--- config.mk ---
export PLATFORM = sky130hd
export DESIGN_NAME = bcp_div
export DESIGN_NICKNAME = d
export VERILOG_FILES = /design/src/sv/bcp_pkg.sv /design/src/sv/bcp_div.sv
export VERILOG_INCLUDE_DIRS = /design/src /design/src/sv
export SDC_FILE = /design/constraint.sdc
export NUM_CORES = 1
export LEC_CHECK = 0
export ABC_AREA = 1
export BUFFER_PORTS_ARGS = -buffer_cell sky130_fd_sc_hd__buf_2
export CORE_MARGIN = 2
export CORE_UTILIZATION = 35
export CTS_CLUSTER_DIAMETER = 100
export DETAILED_ROUTE_END_ITERATION = 10
export PLACE_DENSITY_LB_ADDON = 0.12
export SLEW_MARGIN = 15
export SYNTH_ARGS = -nofsm -noshare
export SYNTH_HDL_FRONTEND = slang
export SYNTH_SLANG_ARGS = --single-unit
export TNS_END_PERCENT = 10
--- constraint.sdc ---
create_clock -name clk -period 5.74 [get_ports clk]
set_input_delay 0.287 -clock clk [delete_from_list [all_inputs] [get_ports clk]]
set_output_delay 0.287 -clock clk [all_outputs]
set_load 0.01 [all_outputs]
--- src/sv/assert_macros.svh ---
// Assertion macros shared by the RTL files.
`ifndef ASSERT_MACROS_SVH
`define ASSERT_MACROS_SVH
`ifndef SYNTHESIS
`define ASSERT_CLK(label, clk, rst, prop) \
  label: assert property (@(posedge clk) disable iff (rst) prop) \
    else $error("assertion failed");
`define ASSERT_CLK_NORST(label, clk, prop) \
  label: assert property (@(posedge clk) prop) else $error("assertion failed");
`else
`define ASSERT_CLK(label, clk, rst, prop)
`define ASSERT_CLK_NORST(label, clk, prop)
`endif
`endif

--- src/sv/bcp_pkg.sv ---
package bcp_pkg;

  // request actions
  typedef enum logic [1:0] {
    ACT_KNOT  = 2'd0,
    ACT_POINT = 2'd1,
    ACT_EVAL  = 2'd2,
    ACT_NONE  = 2'd3
  } action_t;

  // configuration register indexes
  localparam logic REG_DEGREE = 1'b0;
  localparam logic REG_LAST   = 1'b1;

  localparam int IDX_W    = 8;   // internal knot / point index width
  localparam int KNOT_W   = 16;
  localparam int COORD_W  = 32;
  localparam int BASIS_W  = 31;  // unsigned Q.30, at most 1.0
  localparam int NUM_W    = 46;  // basis << 15
  localparam int DEN_W    = 17;  // sum of two knot differences
  localparam int ACC_W    = 66;
  localparam int FRAC_SH  = 15;

  localparam logic [4:0] SEARCH_LAST = 5'd31;
  localparam logic [BASIS_W-1:0] ONE_Q30 = BASIS_W'(1) << 30;

  typedef struct packed {
    logic busy;
    logic done;
  } div_stat_t;

endpackage

--- src/sv/bcp_div.sv ---
`include "assert_macros.svh"

// Restoring divider, one quotient bit per cycle.
module bcp_div (
  input  logic                        clk,
  input  logic                        rst,
  input  logic                        start,
  input  logic [bcp_pkg::NUM_W-1:0]   num,
  input  logic [bcp_pkg::DEN_W-1:0]   den,
  output bcp_pkg::div_stat_t          stat,
  output logic [bcp_pkg::NUM_W-1:0]   quo
);

  localparam int CNT_W = $clog2(bcp_pkg::NUM_W + 1);

  logic [bcp_pkg::DEN_W-1:0] divisor;
  logic [bcp_pkg::DEN_W-1:0] rem;
  logic [bcp_pkg::DEN_W:0]   rem_sh;
  logic [CNT_W-1:0]          count;
  logic                      busy;
  logic                      done;

  assign rem_sh = {rem, quo[bcp_pkg::NUM_W-1]};
  assign stat   = '{busy: busy, done: done};

  // shift numerator out, quotient bits in
  always_ff @(posedge clk) begin
    if (rst) begin
      busy  <= 1'b0;
      done  <= 1'b0;
      count <= '0;
    end else begin
      // done pulses together with the last quotient bit
      done <= busy && (count == CNT_W'(1));
      if (start) begin
        busy    <= 1'b1;
        count   <= CNT_W'(bcp_pkg::NUM_W);
        quo     <= num;
        divisor <= den;
        rem     <= '0;
      end else if (busy) begin
        if (rem_sh >= {1'b0, divisor}) begin
          rem <= bcp_pkg::DEN_W'(rem_sh - {1'b0, divisor});
          quo <= {quo[bcp_pkg::NUM_W-2:0], 1'b1};
        end else begin
          rem <= bcp_pkg::DEN_W'(rem_sh);
          quo <= {quo[bcp_pkg::NUM_W-2:0], 1'b0};
        end
        count <= count - 1'b1;
        if (count == CNT_W'(1)) begin
          busy <= 1'b0;
        end
      end
    end
  end

  `ASSERT_CLK(a_done_after_busy, clk, rst, done |-> $past(busy))
  `ASSERT_CLK(a_busy_count, clk, rst, busy |-> count != '0)
  `ASSERT_CLK(a_no_restart, clk, rst, start |-> !busy)

endmodule

==> results.cfg <==
[setup_path]
worst-path-buf-inv = 3
reg2reg_depth = 12
cp_slowest_cell = fa_1
cp-start-kind = flop
r2r-start = quo[45]
cp_slowest_stage_delay_ns = 0.44
cp.required_ns = 5.84
path_class = reg -> reg
critPathCaptureType = flop
critical_path.top_delay_family = simple AND/OR/NAND/NOR gates
cp_max_fo = 25
cp_cell_sequence = inv_1, ha_1, inv_1, fa_1, nand3_1, nand3_2, nand2_2, nand2_4, nand2_1, nand2_1, nand2_1, inv_1
reg2reg_to = rem[14]
critPathArrivalTime_ns = 2.38
r2r_setup_slack_ns = 3.46

[floorplan]
num_rows = 42
fp.dieW_um = 121
start_util_pct = 36.1
io_pins = 114
die_y_um = 121
core_sq_mm = 0.0133
dieArea_sq_mm = 0.0147

[power]
power.leakage_nw = 2.90
sw_frac_of_total_pct = 30.9
peakVddDrop_v = 0.000115
seqPwrFrac_pct = 45.8
powerDensity_mw_per_mm2 = 307
pwr-share-clk_pct = 30.0
comb_power_share_pct = 24.2
power.switching_w = 0.000549
intPower_w = 0.00123

[clock_network]
ctsHoldBuffers = 0
clock-sinks = 88
cts.path.max_buffers = 2
path_clk_slew_ns = 0.06
post_cts_buffers = 0
clk_latency_ns = 0.34
ctsResizeCount = 0
cts_htree_levels = 3
tritoncts = yes
numCtsBuffers = 9
clock-root-buffer = clkbuf_16

[yosys]
async_reset_ff_share_pct = 0
synth_fp_nets = 665
avgSynthCellArea_sq_um = 8.29
synth_edf_count = 80
ys_seq_area_share_pct = 53.4
syn_inst = 579
yosys_warnings = 0
synth_area_sq_mm = 0.00480
ys.flop_type = edfxtp_1
synth-seq-cells = 88
ys_types = 35

[worst_hold_path]
hold_depth = 1
min-delay-start = den[9]
hold-path-endpoint = divisor[9]
hp-class = in -> reg

[place]
preCtsSetupSlack_ns = 3.12
gp_congestion = 0.857
hpwl_um = 7910
dp.cells = 854
port_buffers = 113

[finish]
fin_nets = 775
fill_cells = 1361
multi_input_area_sq_mm = 0.00187
fin_util_pct = 43.5
antenna-diode-count = 0
layout.cells.non_filler = 869
seqCellArea_sq_mm = 0.00256
syn_to_final_growth_pct = 20.5
drive_above_1_share_pct = 20.6

[routing]
totalWireLength_um = 11100
first_iter_violations = 183
drc = 0
final_antenna_net_count = 0
vias = 3958
first_pass_iters = 4
wl_per_cell_um = 12.8
viasPerCell = 4.55

[sta]
clock_skew_ns = 0.00540
finalMaxSlewViolations = 0
fin_crit_sh_pct = 39.7
grt_setup_unrepaired = no
layout_setup_ws_ns = 3.46
min_period_ns = 2.28
hold_violations = 0
slew_headroom_pct = 52.7
max_freq_mhz = 439
hold_ws_ns = 0.118
setup-tns-final_ns = 0
worstMarginPinSlew_ns = 0.707
finalSetupViolCount = 0

[global_routing]
grt_max_degree = 65
overflow = 0
grt_pass1_vias = 3898
grt_first_pass_wirelength_um = 18300
gr-usage-all-layers_pct = 15.8
antenna_found_initial = 1

[run_status]
outcome = finished, final reports clean

[run]
drv_cap = 0
[synthesized netlist by cell type, types with 3 or more instances]
cell,n,area (sq um)
nand2_2,4,25.0
a21oi_1,10,50.1
nor2_2,3,18.8
inv_1,75,282
nor2_1,56,210
nand3_1,23,115
nand2_1,237,890
xor2_1,6,52.6
buf_1,4,15.0
o21ai_1,10,50.1
edfxtp_1,80,2400
clkbuf_1,9,33.8
nor3_1,5,25.0
o21ai_0,3,15.0
ha_1,19,238
dfxtp_1,8,160
[flip-flops by register name (all words and copies together) (netlist names)]
register	cells
count	6
divisor	17
quo	46
rem	17
busy	1
done	1
[layout make-up]
type	instances	area share (%)
clock buffers	12	4.09
clock inverters	3	0.346
inverters	76	4.93
multi-input cells	397	32.2
flip-flops and latches	88	44.3
well taps	176	3.81
repair buffers	117	10.3
[logic make-up (layout without fill, tap and decap cells)]
group                    after synthesis  count (layout)  synth area share [%]
flip-flops                            88              88                  53.4
AND/OR/NAND/NOR                      339             339                  28.5
adder cells (fa/ha/maj)               20              20                  5.37
XOR/XNOR                               8               8                  1.46
buffers and inverters                 94             208                  7.84
AO/OA/AOI/OAI                         30              30                  3.49
[power groups by stage]
stage	Sequential (W)	Combinational [W]	Clock, W
4_1_cts	0.000815	0.000437	0.000548
3_5_place_dp	0.000826	0.000436	0
6_report	0.000814	0.000430	0.000534
3_3_place_gp	0.000827	0.000433	0
5_1_grt	0.000822	0.000498	0.000572
2_1_floorplan	0.000834	0.000302	0
[layer usage]
metal / vias to the layer above / routed length [um] / track usage (%)
met5: - / 16 / 0
met4: 2 / 194 / 6.03
met3: 14 / 679 / 3.57
met2: 101 / 5050 / 24.7
met1: 1788 / 5160 / 21.4
li1: 2053 / - / -
[per-stage QoR]
stage                     cell area (sq um)  power (W)
after floorplan                        4800    0.00114
after global placement                 5530    0.00126
after detailed placement               5530    0.00126
after CTS                              5790    0.00180
after global routing                   5790    0.00189
final                                  5790    0.00178
[placed cells by master (no fill, tap or decap), drive strengths merged, types with 6 or more instances in the layout]
cell type  count
nor2          59
o21ai         14
buf          117
clkbuf        12
nand3         24
edfxtp        80
ha            19
dfxtp          8
xor2           6
nor3           6
nand2        242
inv           76
a21oi         11
[worst reg2reg max path: cells and delay by family (launching register included)]
family / cells / cell delay [ns]
AND/OR/NAND/NOR: 7 / 0.83
adder cells (fa/ha/maj): 2 / 0.61
flip-flops: 1 / 0.40
buffers and inverters: 3 / 0.20
[how the worst max path moves through the flow]
stage | start | end | slack, ns | cells past startpoint
CTS | quo[45] | rem[13] | 3.42 | 12
global route | quo[45] | rem[14] | 3.22 | 12
global placement | start | rem[1] | 3.19 | 7
floorplan | start | quo[0] | 2.32 | 6
detailed placement | start | rem[2] | 3.12 | 7
finish | quo[45] | rem[14] | 3.46 | 12
No activity file was read; power rests on OpenSTA's default activity.
